`src/rtl/shs_pkg.sv`:
```
package shs_pkg;

  localparam int unsigned POS_W       = 16;
  localparam int unsigned SEG_W       = POS_W + 1;
  localparam int unsigned LEN_W       = 5;
  localparam int unsigned MAX_LINE    = 65535;
  localparam int unsigned CFG_IDX_W   = 3;
  localparam int unsigned CFG_DATA_W  = 64;
  localparam int unsigned NUM_SEG     = 5;
  localparam int unsigned MAX_RES     = 3;
  localparam int unsigned QUEUE_DEPTH = 4;

  typedef enum logic [CFG_IDX_W-1:0] {
    CFG_PAT_LO  = 3'd0,
    CFG_PAT_HI  = 3'd1,
    CFG_PAT_LEN = 3'd2,
    CFG_CASE    = 3'd3,
    CFG_WORD    = 3'd4,
    CFG_ENABLE  = 3'd5
  } cfg_idx_e;

  typedef logic [POS_W-1:0] pos_t;
  typedef logic [SEG_W-1:0] seg_t;
  typedef logic [LEN_W-1:0] len_t;

  // Events of one accepted byte, handed from the front to the back.
  typedef struct packed {
    seg_t sb0;         // segment begin before this byte
    seg_t sb1;         // segment begin after the pending match, if any
    pos_t pend_start;
    pos_t hit_start;
    pos_t line_stop;   // saturated end of line
    len_t pat_len;
    logic pend_emit;
    logic hit_emit;
    logic line_end;
  } shs_rec_t;

  function automatic logic is_alnum(input logic [7:0] c);
    return (c >= 8'h30 && c <= 8'h39) || (c >= 8'h41 && c <= 8'h5a) ||
           (c >= 8'h61 && c <= 8'h7a);
  endfunction

  function automatic logic [7:0] fold(input logic [7:0] c, input logic exact);
    if (!exact && c >= 8'h41 && c <= 8'h5a) begin
      return c + 8'd32;
    end
    return c;
  endfunction

  function automatic logic [15:0] clip16(input seg_t v);
    return (v > seg_t'(16'hffff)) ? 16'hffff : v[15:0];
  endfunction

endpackage

```
`src/rtl/substring_highlight_segmenter_unit.sv`:
```
// Splits a text line, one byte per beat, into unmatched and matched segments for a
// configured literal pattern of up to MAX_PATTERN bytes (leftmost, non-overlapping,
// optional ASCII case folding and whole-word rule). A byte is taken every cycle while
// the queue has room: all pattern lanes compare in parallel against a shift window in
// the front, which also keeps the line state. Bytes that produce results leave a record
// in a 4-entry queue; the back expands a record into one to three segment beats at one
// beat per cycle unless the output stalls, so input runs at one byte per cycle while
// results average at most one per cycle, and the queue absorbs bursts. Result beats are
// registered. In whole-word mode a match is reported with the following byte (or at
// line end). m_axis_tlast marks the last segment of a line; tuser[1] marks the last
// beat of a byte. Configuration is taken whenever offered (cfg_ready_o is always high)
// and should only be written while the block is idle.
module substring_highlight_segmenter_unit #(
  parameter int unsigned MAX_PATTERN = 16
) (
  input  logic                           clk_i,
  input  logic                           rst_ni,
  input  logic                           cfg_valid_i,
  output logic                           cfg_ready_o,
  input  logic [shs_pkg::CFG_IDX_W-1:0]  cfg_index_i,
  input  logic [shs_pkg::CFG_DATA_W-1:0] cfg_data_i,
  input  logic                           s_axis_tvalid,
  output logic                           s_axis_tready,
  input  logic [7:0]                     s_axis_tdata,   // [7:0] text_byte
  input  logic                           s_axis_tlast,   // line_end
  output logic                           m_axis_tvalid,
  input  logic                           m_axis_tready,
  output logic [31:0]                    m_axis_tdata,   // [15:0] segment_start,
                                                         // [31:16] segment_length
  output logic [1:0]                     m_axis_tuser,   // [0] is_match, [1] last
  output logic                           m_axis_tlast    // line_final
);
  import shs_pkg::*;

  shs_rec_t push_rec, head_rec;
  logic     push, pop, q_full, q_empty;

  assign cfg_ready_o = 1'b1;

  shs_front #(
    .MAX_PATTERN (MAX_PATTERN)
  ) u_front (
    .clk_i       (clk_i),
    .rst_ni      (rst_ni),
    .cfg_valid_i (cfg_valid_i),
    .cfg_index_i (cfg_index_i),
    .cfg_data_i  (cfg_data_i),
    .s_valid_i   (s_axis_tvalid),
    .s_ready_o   (s_axis_tready),
    .text_byte_i (s_axis_tdata),
    .line_end_i  (s_axis_tlast),
    .q_full_i    (q_full),
    .push_o      (push),
    .rec_o       (push_rec)
  );

  shs_queue u_queue (
    .clk_i   (clk_i),
    .rst_ni  (rst_ni),
    .push_i  (push),
    .rec_i   (push_rec),
    .full_o  (q_full),
    .pop_i   (pop),
    .empty_o (q_empty),
    .rec_o   (head_rec)
  );

  shs_back u_back (
    .clk_i     (clk_i),
    .rst_ni    (rst_ni),
    .empty_i   (q_empty),
    .rec_i     (head_rec),
    .pop_o     (pop),
    .m_valid_o (m_axis_tvalid),
    .m_ready_i (m_axis_tready),
    .m_data_o  (m_axis_tdata),
    .m_user_o  (m_axis_tuser),
    .m_last_o  (m_axis_tlast)
  );

endmodule

```
`src/rtl/shs_front.sv`:
```
module shs_front #(
  parameter int unsigned MAX_PATTERN = 16
) (
  input  logic                           clk_i,
  input  logic                           rst_ni,
  input  logic                           cfg_valid_i,
  input  logic [shs_pkg::CFG_IDX_W-1:0]  cfg_index_i,
  input  logic [shs_pkg::CFG_DATA_W-1:0] cfg_data_i,
  input  logic                           s_valid_i,
  output logic                           s_ready_o,
  input  logic [7:0]                     text_byte_i,
  input  logic                           line_end_i,
  input  logic                           q_full_i,
  output logic                           push_o,
  output shs_pkg::shs_rec_t              rec_o
);
  import shs_pkg::*;

  logic [CFG_DATA_W-1:0] pat_lo_q, pat_hi_q;
  len_t                  pat_len_q;
  logic                  case_q, word_q, en_q;

  logic [7:0] win_q [MAX_PATTERN];
  logic [7:0] win_new [MAX_PATTERN+1];
  pos_t       pos_q, pos_d, nss_q, nss_d, pend_start_q, pend_start_d;
  seg_t       sb_q, sb_d, sb1;
  logic       pend_q, pend_d;

  logic [2*CFG_DATA_W-1:0] pat_all;
  logic [MAX_PATTERN-1:0]  lane_ok;
  logic [7:0]              left_byte;
  len_t                    len;
  logic [POS_W:0]          next_pos;
  pos_t                    p, line_stop;
  logic                    accept, in_range, hit, left_ok, pend_emit, hit_emit;
  logic                    pend_set, trail;

  assign pat_all = {pat_hi_q, pat_lo_q};

  always_comb begin
    if (pat_len_q == '0) begin
      len = len_t'(1);
    end else if (int'(pat_len_q) > MAX_PATTERN) begin
      len = len_t'(MAX_PATTERN);
    end else begin
      len = pat_len_q;
    end
  end

  always_comb begin
    win_new[0] = text_byte_i;
    for (int j = 0; j < MAX_PATTERN; j++) begin
      win_new[j+1] = win_q[j];
    end
  end

  // Lane j holds the byte that lines up with pattern byte len-1-j.
  always_comb begin
    len_t k;
    logic [7:0] pb;
    for (int j = 0; j < MAX_PATTERN; j++) begin
      k  = len_t'(int'(len) - 1 - j);
      pb = k[LEN_W-1] ? 8'h00 : pat_all[{k[LEN_W-2:0], 3'b000} +: 8];
      if (j >= int'(len)) begin
        lane_ok[j] = 1'b1;
      end else begin
        lane_ok[j] = fold(win_new[j], case_q) == fold(pb, case_q);
      end
    end
  end

  always_comb begin
    left_byte = 8'h00;
    for (int j = 0; j <= MAX_PATTERN; j++) begin
      if (j == int'(len)) begin
        left_byte = win_new[j];
      end
    end
  end

  assign next_pos  = {1'b0, pos_q} + 1'b1;
  assign in_range  = (pos_q < pos_t'(MAX_LINE)) && (next_pos >= (POS_W+1)'(len));
  assign p         = pos_t'(next_pos - (POS_W+1)'(len));
  assign hit       = in_range && (p >= nss_q) && (&lane_ok);
  assign left_ok   = (p == '0) || !is_alnum(left_byte);
  assign pend_emit = pend_q && !is_alnum(text_byte_i);
  assign sb1       = pend_emit ? seg_t'(pend_start_q) + seg_t'(len) : sb_q;
  assign hit_emit  = hit && (!word_q || (left_ok && line_end_i));
  assign pend_set  = hit && word_q && left_ok && !line_end_i;
  assign line_stop = (next_pos > (POS_W+1)'(MAX_LINE)) ? pos_t'(MAX_LINE)
                                                        : next_pos[POS_W-1:0];
  assign trail     = line_end_i && !hit_emit && (seg_t'(line_stop) > sb1);

  assign s_ready_o = !q_full_i;
  assign accept    = s_valid_i && s_ready_o;
  assign push_o    = accept && en_q && (pend_emit || hit_emit || trail);

  assign rec_o.sb0        = sb_q;
  assign rec_o.sb1        = sb1;
  assign rec_o.pend_start = pend_start_q;
  assign rec_o.hit_start  = p;
  assign rec_o.line_stop  = line_stop;
  assign rec_o.pat_len    = len;
  assign rec_o.pend_emit  = pend_emit;
  assign rec_o.hit_emit   = hit_emit;
  assign rec_o.line_end   = line_end_i;

  always_comb begin
    pos_d        = line_end_i ? '0 : line_stop;
    nss_d        = line_end_i ? '0 : (hit ? next_pos[POS_W-1:0] : nss_q);
    sb_d         = line_end_i ? '0 : (hit_emit ? seg_t'(next_pos) : sb1);
    pend_d       = pend_set;
    pend_start_d = pend_set ? p : pend_start_q;
  end

  always_ff @(posedge clk_i or negedge rst_ni) begin
    if (!rst_ni) begin
      pat_lo_q  <= '0;
      pat_hi_q  <= '0;
      pat_len_q <= len_t'(1);
      case_q    <= 1'b0;
      word_q    <= 1'b0;
      en_q      <= 1'b1;
    end else if (cfg_valid_i) begin
      unique case (cfg_idx_e'(cfg_index_i))
        CFG_PAT_LO:  pat_lo_q  <= cfg_data_i;
        CFG_PAT_HI:  pat_hi_q  <= cfg_data_i;
        CFG_PAT_LEN: pat_len_q <= cfg_data_i[LEN_W-1:0];
        CFG_CASE:    case_q    <= cfg_data_i[0];
        CFG_WORD:    word_q    <= cfg_data_i[0];
        CFG_ENABLE:  en_q      <= cfg_data_i[0];
        default: ;
      endcase
    end
  end

  always_ff @(posedge clk_i or negedge rst_ni) begin
    if (!rst_ni) begin
      for (int j = 0; j < MAX_PATTERN; j++) begin
        win_q[j] <= 8'h00;
      end
      pos_q        <= '0;
      nss_q        <= '0;
      sb_q         <= '0;
      pend_q       <= 1'b0;
      pend_start_q <= '0;
    end else if (accept) begin
      for (int j = 0; j < MAX_PATTERN; j++) begin
        win_q[j] <= line_end_i ? 8'h00 : win_new[j];
      end
      pos_q        <= pos_d;
      nss_q        <= nss_d;
      sb_q         <= sb_d;
      pend_q       <= pend_d;
      pend_start_q <= pend_start_d;
    end
  end

endmodule

```
`src/rtl/shs_queue.sv`:
```
module shs_queue (
  input  logic              clk_i,
  input  logic              rst_ni,
  input  logic              push_i,
  input  shs_pkg::shs_rec_t rec_i,
  output logic              full_o,
  input  logic              pop_i,
  output logic              empty_o,
  output shs_pkg::shs_rec_t rec_o
);
  import shs_pkg::*;

  localparam int unsigned PTR_W = $clog2(QUEUE_DEPTH);
  localparam int unsigned CNT_W = $clog2(QUEUE_DEPTH + 1);

  shs_rec_t         mem_q [QUEUE_DEPTH];
  logic [PTR_W-1:0] wr_ptr_q, rd_ptr_q;
  logic [CNT_W-1:0] cnt_q, cnt_d;

  assign full_o  = (cnt_q == CNT_W'(QUEUE_DEPTH));
  assign empty_o = (cnt_q == '0);
  assign rec_o   = mem_q[rd_ptr_q];

  always_comb begin
    cnt_d = cnt_q;
    if (push_i && !pop_i) begin
      cnt_d = cnt_q + 1'b1;
    end else if (pop_i && !push_i) begin
      cnt_d = cnt_q - 1'b1;
    end
  end

  always_ff @(posedge clk_i) begin
    if (push_i) begin
      mem_q[wr_ptr_q] <= rec_i;
    end
  end

  always_ff @(posedge clk_i or negedge rst_ni) begin
    if (!rst_ni) begin
      wr_ptr_q <= '0;
      rd_ptr_q <= '0;
      cnt_q    <= '0;
    end else begin
      if (push_i) begin
        wr_ptr_q <= wr_ptr_q + 1'b1;
      end
      if (pop_i) begin
        rd_ptr_q <= rd_ptr_q + 1'b1;
      end
      cnt_q <= cnt_d;
    end
  end

endmodule

```
`src/rtl/shs_back.sv`:
```
module shs_back (
  input  logic              clk_i,
  input  logic              rst_ni,
  input  logic              empty_i,
  input  shs_pkg::shs_rec_t rec_i,
  output logic              pop_o,
  output logic              m_valid_o,
  input  logic              m_ready_i,
  output logic [31:0]       m_data_o,
  output logic [1:0]        m_user_o,
  output logic              m_last_o
);
  import shs_pkg::*;

  localparam int unsigned IDX_W = $clog2(NUM_SEG);
  localparam int unsigned RC_W  = $clog2(MAX_RES);
  // Slots in line order: gap, pending match, gap, new match, trailing text.
  localparam logic [NUM_SEG-1:0] MATCH_MASK = 5'b01010;

  seg_t               seg_start_q [NUM_SEG];
  seg_t               seg_len_q   [NUM_SEG];
  seg_t               new_start   [NUM_SEG];
  seg_t               new_len     [NUM_SEG];
  logic [NUM_SEG-1:0] vld_q, vld_d, new_vld, remaining;
  logic [RC_W-1:0]    cnt_q, cnt_d;
  logic               le_q;
  logic [IDX_W-1:0]   idx;
  logic               busy, out_free, emit, last, load;
  seg_t               sb2;

  logic               out_valid_q;
  logic [31:0]        out_data_q;
  logic [1:0]         out_user_q;
  logic               out_last_q;

  always_comb begin
    sb2 = rec_i.hit_emit ? seg_t'(rec_i.hit_start) + seg_t'(rec_i.pat_len) : rec_i.sb1;

    new_vld[0]   = rec_i.pend_emit && (seg_t'(rec_i.pend_start) > rec_i.sb0);
    new_start[0] = rec_i.sb0;
    new_len[0]   = seg_t'(rec_i.pend_start) - rec_i.sb0;

    new_vld[1]   = rec_i.pend_emit;
    new_start[1] = seg_t'(rec_i.pend_start);
    new_len[1]   = seg_t'(rec_i.pat_len);

    new_vld[2]   = rec_i.hit_emit && (seg_t'(rec_i.hit_start) > rec_i.sb1);
    new_start[2] = rec_i.sb1;
    new_len[2]   = seg_t'(rec_i.hit_start) - rec_i.sb1;

    new_vld[3]   = rec_i.hit_emit;
    new_start[3] = seg_t'(rec_i.hit_start);
    new_len[3]   = seg_t'(rec_i.pat_len);

    new_vld[4]   = rec_i.line_end && (seg_t'(rec_i.line_stop) > sb2);
    new_start[4] = sb2;
    new_len[4]   = seg_t'(rec_i.line_stop) - sb2;
  end

  always_comb begin
    idx = '0;
    for (int j = NUM_SEG - 1; j >= 0; j--) begin
      if (vld_q[j]) begin
        idx = IDX_W'(j);
      end
    end
  end

  assign remaining = vld_q & ~(NUM_SEG'(1) << idx);
  assign last      = (remaining == '0) || (cnt_q == RC_W'(MAX_RES - 1));
  assign busy      = |vld_q;
  assign out_free  = !out_valid_q || m_ready_i;
  assign emit      = busy && out_free;
  assign load      = (!busy || (emit && last)) && !empty_i;
  assign pop_o     = load;

  always_comb begin
    vld_d = vld_q;
    cnt_d = cnt_q;
    if (load) begin
      vld_d = new_vld;
      cnt_d = '0;
    end else if (emit) begin
      vld_d = last ? '0 : remaining;
      cnt_d = cnt_q + 1'b1;
    end
  end

  always_ff @(posedge clk_i) begin
    if (load) begin
      for (int j = 0; j < NUM_SEG; j++) begin
        seg_start_q[j] <= new_start[j];
        seg_len_q[j]   <= new_len[j];
      end
      le_q <= rec_i.line_end;
    end
    if (emit) begin
      out_data_q <= {clip16(seg_len_q[idx]), clip16(seg_start_q[idx])};
      out_user_q <= {last, MATCH_MASK[idx]};
      out_last_q <= last && le_q;
    end
  end

  always_ff @(posedge clk_i or negedge rst_ni) begin
    if (!rst_ni) begin
      vld_q       <= '0;
      cnt_q       <= '0;
      out_valid_q <= 1'b0;
    end else begin
      vld_q <= vld_d;
      cnt_q <= cnt_d;
      if (emit) begin
        out_valid_q <= 1'b1;
      end else if (m_ready_i) begin
        out_valid_q <= 1'b0;
      end
    end
  end

  assign m_valid_o = out_valid_q;
  assign m_data_o  = out_data_q;
  assign m_user_o  = out_user_q;
  assign m_last_o  = out_last_q;

endmodule

```
`config.mk`:
```
export PLATFORM = sky130hd
export DESIGN_NAME = substring_highlight_segmenter_unit
export DESIGN_NICKNAME = d
export VERILOG_FILES = /design/src/rtl/shs_pkg.sv /design/src/rtl/substring_highlight_segmenter_unit.sv /design/src/rtl/shs_front.sv /design/src/rtl/shs_queue.sv /design/src/rtl/shs_back.sv
export SDC_FILE = /design/constraint.sdc
export NUM_CORES = 2
export LEC_CHECK = 0
export BUFFER_PORTS_ARGS = -buffer_cell sky130_fd_sc_hd__buf_2
export CAP_MARGIN = 15
export CORE_MARGIN = 3
export CORE_UTILIZATION = 30
export DETAILED_ROUTE_END_ITERATION = 7
export PLACE_DENSITY = 0.55
export SLEW_MARGIN = 10
export SYNTH_ARGS = -nofsm -noshare
export SYNTH_HDL_FRONTEND = slang
export SYNTH_SLANG_ARGS = --single-unit
```
`constraint.sdc`:
```
create_clock -name clk_i -period 24.6 [get_ports clk_i]
set_input_delay 3.69 -clock clk_i [delete_from_list [all_inputs] [get_ports clk_i]]
set_output_delay 3.69 -clock clk_i [all_outputs]
set_load 0.02 [all_outputs]
```
## Word-level counts from Yosys, hierarchy flattened

Memories as Yosys holds them, arrays and structs flattened. A register that Yosys moved wholly into a read port is not among the register bits.
Index checks and enable logic that the tools add are counted.

- Add/subtract/negate cells: 60
- $mul: 0
- Div/mod/pow operators: 0
- Magnitude comparators: 102
- Eq/ne operators: 39
- Shift-type cells: 17
- Mux-type cells: 254
- Bitwise operators: 2
- Reduce and logical (&&, ||, !) cells: 136

Operators with widths:

| operator | count |
|---|---|
| 128-bit by 8-bit variable part select with 8-bit output | 16 |
| 8-bit two-way mux | 145 |
| 8-bit by 7-bit >= comparator with 1-bit output, second input constant | 35 |
| 8-bit by 7-bit <= comparator with 1-bit output, second input constant | 35 |
| 8-bit by 6-bit adder with 8-bit output, second input constant | 32 |
| 8-bit == test | 16 |
| 1-bit logical AND | 93 |
| 1-bit two-way mux | 87 |
| 16-bit by 17-bit > comparator with 1-bit output | 4 |
| 17-bit two-way mux | 4 |
| 16-bit two-way mux | 4 |
| 17-bit by 16-bit > comparator with 1-bit output, second input constant | 3 |
| 16-bit by 17-bit subtractor with 17-bit output | 3 |
| 5-bit == test, first input constant | 9 |
| 4-bit by 5-bit >= comparator with 1-bit output, first input constant | 8 |
| 5-bit subtractor, second input constant | 8 |
| 16-bit by 5-bit adder with 17-bit output | 2 |
| 5-bit two-way mux | 5 |
| 3-bit two-way mux | 7 |
| 4-bit by 5-bit == test with 1-bit output, first input constant | 4 |
| 3-bit by 5-bit >= comparator with 1-bit output, first input constant | 4 |
| 5-bit by 4-bit subtractor with 5-bit output, second input constant | 4 |
| 16-bit by 1-bit adder with 17-bit output, second input constant | 1 |
| 17-bit by 5-bit >= comparator with 1-bit output | 1 |
| 34 further kinds | 80 |

- Register bits: 381
- Bits in latches: 0
- Bits in writable memories: 530
- ROM bits: 8
- Output and inout port bits: 38
- Logic and storage cells: 652
- Memories: 4

Memory list:

| memory | words | width | rd ports | clocked after memory_dff | write ports | line | text |
|---|---|---|---|---|---|---|---|
| u_queue.mem_q | 4 | 90 | 1 | 0 | 1 | shs_queue.sv:16 | `shs_rec_t mem_q [QUEUE_DEPTH];` |
| u_back.seg_len_q | 5 | 17 | 1 | 0 | 5 | shs_back.sv:21 | `seg_t seg_len_q [NUM_SEG];` |
| u_back.seg_start_q | 5 | 17 | 1 | 0 | 5 | shs_back.sv:20 | `seg_t seg_start_q [NUM_SEG];` |
| (name not given) | 8 | 1 | 1 | 1 | 0 | shs_back.sv:99 | `out_user_q <= {last, MATCH_MASK[idx]};` |

## Longest topological paths before layout

- Depth after elaboration: 39
- Gate-level depth with buffers: 40
- Gate-level depth less buffers: 29

## Hierarchy

From an unflattened synthesis, not the netlist that was laid out.

- Cell total of the unflattened synthesis: 4664
- Area, all modules: 53517.6 sq um

By module, submodules not included:

| module | instances | cells an instance | area an instance (sq um) | sequential area each (sq um) |
|---|---|---|---|---|
| shs_front | 1 | 3238 | 30005.0 | 8260.4 |
| shs_queue | 1 | 504 | 13386.6 | 10985.5 |
| shs_back | 1 | 920 | 10114.7 | 5455.2 |
| substring_highlight_segmenter_unit | 1 | 2 | 11.3 | 0.0 |

## Worst setup path after synthesis

No wires, ideal clock.

- Path kind: in2reg
- From: input s_axis_tdata[1]
- To: memory u_queue.mem_q[0][0] in the netlist's numbering (enable)
- Setup time: 0.668 ns
- Arrival time: 13.897 ns
- Required time: 23.932 ns
- Slack: 10.035 ns
- Stages: 23
- Buffers on the path: 3
- Cells stage by stage: clkbuf_1 -> nor4_1 -> or3_1 -> a2111oi_0 -> nor2_1 -> clkbuf_1 -> clkbuf_1 -> mux2i_1 -> ha_1 -> nor2b_1 -> o21a_1 -> o21a_1 -> o21a_1 -> o21a_1 -> o21a_1 -> o21ai_0 -> nand2b_1 -> a21oi_1 -> o21ai_0 -> a31oi_1 -> o21ai_0 -> a21oi_1 -> nor3b_1

RTL lines:

| what | line | text |
|---|---|---|
| from (decl) | substring_highlight_segmenter_unit.sv:24 | `input logic [7:0] s_axis_tdata,` |
| to (decl) | shs_queue.sv:16 |  |

## Final worst setup path

- From: register u_front.pat_len_q[1]
- To: memory u_queue.mem_q[2][54] in the netlist's numbering (enable)

- Longest elaborated chain between the ends: 37
- Elaborated cells between the ends (all ways): 329
- Those cells by class: 34 x add/sub; 58 x order compare; 32 x eq/ne; 16 x shift; 134 x mux; 55 x reduce/logical

Ends and longest elaborated chain:

| what | line | text |
|---|---|---|
| from (decl) | shs_front.sv:20 | `len_t pat_len_q;` |
| from (signal assigned) | shs_front.sv:120 | `pat_len_q <= len_t'(1);` |
| from (signal assigned) | shs_front.sv:128 | `CFG_PAT_LEN: pat_len_q <= cfg_data_i[LEN_W-1:0];` |
| 5-bit > comparator | shs_front.sv:43 | `end else if (int'(pat_len_q) > MAX_PATTERN) begin` |
| 5-bit two-way mux | shs_front.sv:43 |  |
| 5-bit two-way mux * | shs_front.sv:41 | `if (pat_len_q == '0) begin` |
| branches (longest 30 deep; another with 8-bit by 7-bit >= comparator with 1-bit output) | - |  |
| 1-bit logical OR * | shs_front.sv:96 | `assign push_o = accept && en_q && (pend_emit \|\| hit_emit \|\| trail);` |
| 1-bit logical AND * | shs_front.sv:96 |  |
| 1-bit two-way mux * | shs_queue.sv:34 | `if (push_i) begin` |
| 1-bit two-way mux (not written as such) * | shs_queue.sv:35 | `mem_q[wr_ptr_q] <= rec_i;` |

Every way passes the cells marked *. The select of a mux whose other input is x is not followed.

==> flow_summary.yaml <==
timing:
  hold_viol: 0
  drv_slew: 0
  setup_viol: 0
  whs_ps: 481.5
  relSlewSlack_pct: 13.29
  finalClockSkew_ps: 81.65
  rsz0062_at_grt: "no"
  finalSetupTns_ps: 0
  min_period_ps: 10450
  fmax_mhz: 95.70
  tightest_slew_ps: 1265
  period_share_pct: 42.48
synth:
  yosysWarnings: 0
  syn_avg_cell_area_um2: 11.01
  syn_inst: 5071
  synthFlopType: "edfxtp_1"
  synthSimpleGateAreaFrac_pct: 15.09
  synthMuxAreaShare_pct: 16.73
  synth_edf_count: 535
  async_flop_share_pct: 39.20
  synthAdderAreaFrac_pct: 3.853
  synth_top_family_by_area: "multiplexers"
  yosys.area_share.xor_xnor_pct: 3.038
  synth_cell_types: 104
  yosysSeqAreaShare_pct: 44.23
  synth_area_um2: 55850
  synth_compound_area_share_pct: 13.12
  synth-seq-cells: 880
  syn_nets: 5319
grt:
  gr-total-overflow: 0
  grt_pass1_wl_mm: 286.7
  antenna_found_initial: 7
  grt.total_usage_pct: 19.80
  grt_max_degree: 148
  grt_pass1_vias: 41720
layout:
  drive_gt1_share_pct: 16.85
  area.growth.synth_to_final_pct: 10.87
  fin_cells: 7571
  layout_commonest_cell: "nand2_1"
  fin_nets: 5272
  final_cell_mix: "nand2_1, edfxtp_1, dfrtp_1, mux4_2, nor2_1"
  final_area_um2: 61920
clock_tree:
  cts_setup_buffers: 0
  root_buffer: "clkbuf_16"
  cts_buffers: 93
  ctsHoldBuffers: 0
  clk_latency_ps: 790
  clockBufferDepth: 3
  cts.sinks: 880
  cts_max_level: 3
  clk_pin_slew_ps: 60
  cts.repair.resized: 0
  cts_tree: "yes"
setup_path:
  crit_required_ps: 24950
  arrival_ps: 10800
  slowest_stage: "dfrtp_4"
  max_stage_delay_ps: 830
  cp-start-kind: "register"
  critPathKind: "register to register"
  crit_path_frequent_cell: "buf_4"
  crit_fanout: 65
  end_kind: "register"
job:
  drv_cap: 0
detailed_routing:
  drt-total-wl_mm: 193.9
  drc: 0
  first_pass_iters: 5
  wl_per_cell_um: 25.61
  via_per_inst: 5.719
  ant_nets: 0
  vias: 43300
  first_iter_violations: 4286
placement:
  place_area_um2: 58820
  dp_hpwl_mm: 140.6
  io_buffers: 117
  gp_congestion: 0.9699
  dp.cells: 7393
die:
  rows: 157
  die_area_um2: 191400
  start_util_pct: 30.34
  pin_count: 119
  core_um2: 184100
  chipHeight_um: 437.5
  die_width_um: 437.5
worst_hold_path:
  hold_class: "register to register"
outcome:
  status: "completed"
power_and_ir_drop:
  ir_drop_mv: 0.1281
  powerDensity_nw_per_um2: 139.2
  cellLeakagePower_nw: 24.08
[where the power goes]
group	leakage, nW	internal, mW	switching [mW]
Combinational	12.9	1.85	3.06
Clock	1.49	0.805	0.630
Sequential	9.68	2.04	0.237
Total	24.1	4.69	3.93
[layer usage]
metal | track usage (%) | share of wire, % | vias up
li1 | - | - | 19200
met1 | 26.01 | 41 | 21890
met2 | 31.70 | 46 | 1808
met3 | 3.375 | 7.0 | 404
met4 | 9.461 | 5.5 | 4
met5 | 0 | 0.012 | -
[state kept, by name (all words and copies together), names as in the netlist, 17 cells and up]
| signal | flops |
|---|---|
| u_back.seg_len_q | 56 |
| u_back.m_data_o | 32 |
| u_front.pat_lo_q | 64 |
| u_front.sb_q | 17 |
| u_queue.mem_q | 360 |
| u_front.pat_hi_q | 64 |
| u_front.win_new | 128 |
| u_back.seg_start_q | 83 |
[path summary, 6_finish.rpt]
kind	start	end	slack (ps)	cells past startpoint
worst min-delay path	u_front.win_new[1]$_DFFE_PN0P_	u_front.win_new[1]$_DFFE_PN0P_	480	2
worst min register to register	u_front.win_new[1]$_DFFE_PN0P_	u_front.win_new[1]$_DFFE_PN0P_	480	2
worst max-delay path	u_front.pat_len_q[1]$_DFFE_PN0P_	u_queue.mem_q[2][54]$_DFFE_PP_	14150	25
worst max register to register	u_front.pat_len_q[1]$_DFFE_PN0P_	u_queue.mem_q[2][54]$_DFFE_PP_	14150	25
max in group asynchronous	rst_ni	u_front.nss_q[1]$_DFFE_PN0P_	18510	4
min in group asynchronous	rst_ni	u_front.win_new[127]$_DFFE_PN0P_	2960	1
[worst max-delay path: cells and delay by family, from the launching register on]
kind	cells	cell delay (ps)
adder cells (fa/ha/maj)	3	1270
AND/OR/NAND/NOR	6	2310
flip-flops	1	830
XOR/XNOR	1	810
AO/OA/AOI/OAI	8	1590
buffers and inverters	7	3090
[layout make-up]
class / instances / area, µm²
fill: 18390 / 122100
tap: 2464 / 3083
timing repair buffer: 199 / 1226
clock inverter: 61 / 631.9
inverter: 192 / 724.4
sequential: 880 / 24720
multi-input combinational: 3658 / 29070
antenna: 4 / 10.01
clock buffer: 113 / 2464
[stage by stage]
stage | power, mW | worst slack (ps) | utilization (%)
2_1_floorplan | 5.611 | 10040 | -
3_3_place_gp | 7.085 | 14300 | 31.96
3_5_place_dp | 7.143 | 14240 | 31.96
4_1_cts | 8.611 | 14250 | 33.64
5_1_grt | 9.128 | 13490 | 33.64
6_report | 8.619 | 14150 | 33.64
[logic make-up (layout without fill, tap and decap cells)]
family | count (synthesis) | in the layout
multiplexers | 587 | 587
adder cells (fa/ha/maj) | 168 | 168
buffers and inverters | 533 | 565
XOR/XNOR | 187 | 187
AO/OA/AOI/OAI | 1057 | 1057
other | 1 | 5
flip-flops | 880 | 880
AND/OR/NAND/NOR | 1658 | 1658
[cells in the mapped netlist, types with 18 or more instances]
| cell | instances | area share [%] |
|---|---|---|
| nand2_1 | 649 | 4.4 |
| edfxtp_1 | 535 | 29 |
| dfrtp_1 | 343 | 15 |
| nor2_1 | 246 | 1.7 |
| mux4_2 | 245 | 9.9 |
| clkbuf_1 | 227 | 1.5 |
| o21ai_0 | 192 | 1.7 |
| inv_1 | 185 | 1.2 |
| a21oi_1 | 170 | 1.5 |
| mux2_2 | 169 | 3.4 |
| ha_1 | 160 | 3.6 |
| mux2i_1 | 154 | 2.8 |
| nand3b_1 | 131 | 1.8 |
| xnor2_1 | 115 | 1.8 |
| a211oi_1 | 113 | 1.5 |
| nand3_1 | 102 | 0.91 |
| xor2_1 | 67 | 1.1 |
| a31oi_1 | 66 | 0.74 |
| nor3_1 | 66 | 0.59 |
| and3_1 | 62 | 0.69 |
| and2_1 | 52 | 0.58 |
| nand2b_1 | 49 | 0.55 |
| nor2b_1 | 49 | 0.55 |
| a21o_1 | 47 | 0.63 |
| o211ai_1 | 46 | 0.62 |
| buf_2 | 44 | 0.39 |
| buf_1 | 41 | 0.28 |
| o22ai_1 | 39 | 0.44 |
| nand4_1 | 38 | 0.43 |
| a211o_1 | 36 | 0.56 |
| o31ai_1 | 36 | 0.48 |
| nor4_1 | 29 | 0.32 |
| and3b_1 | 28 | 0.44 |
| o221ai_1 | 28 | 0.44 |
| or2_2 | 28 | 0.31 |
| nor3b_1 | 27 | 0.36 |
| a21boi_0 | 24 | 0.32 |
| o32ai_1 | 24 | 0.38 |
| a22oi_1 | 23 | 0.31 |
| a311oi_1 | 22 | 0.34 |
| or3_1 | 22 | 0.25 |
| buf_4 | 18 | 0.24 |
Power figures use the tool's default switching activity.
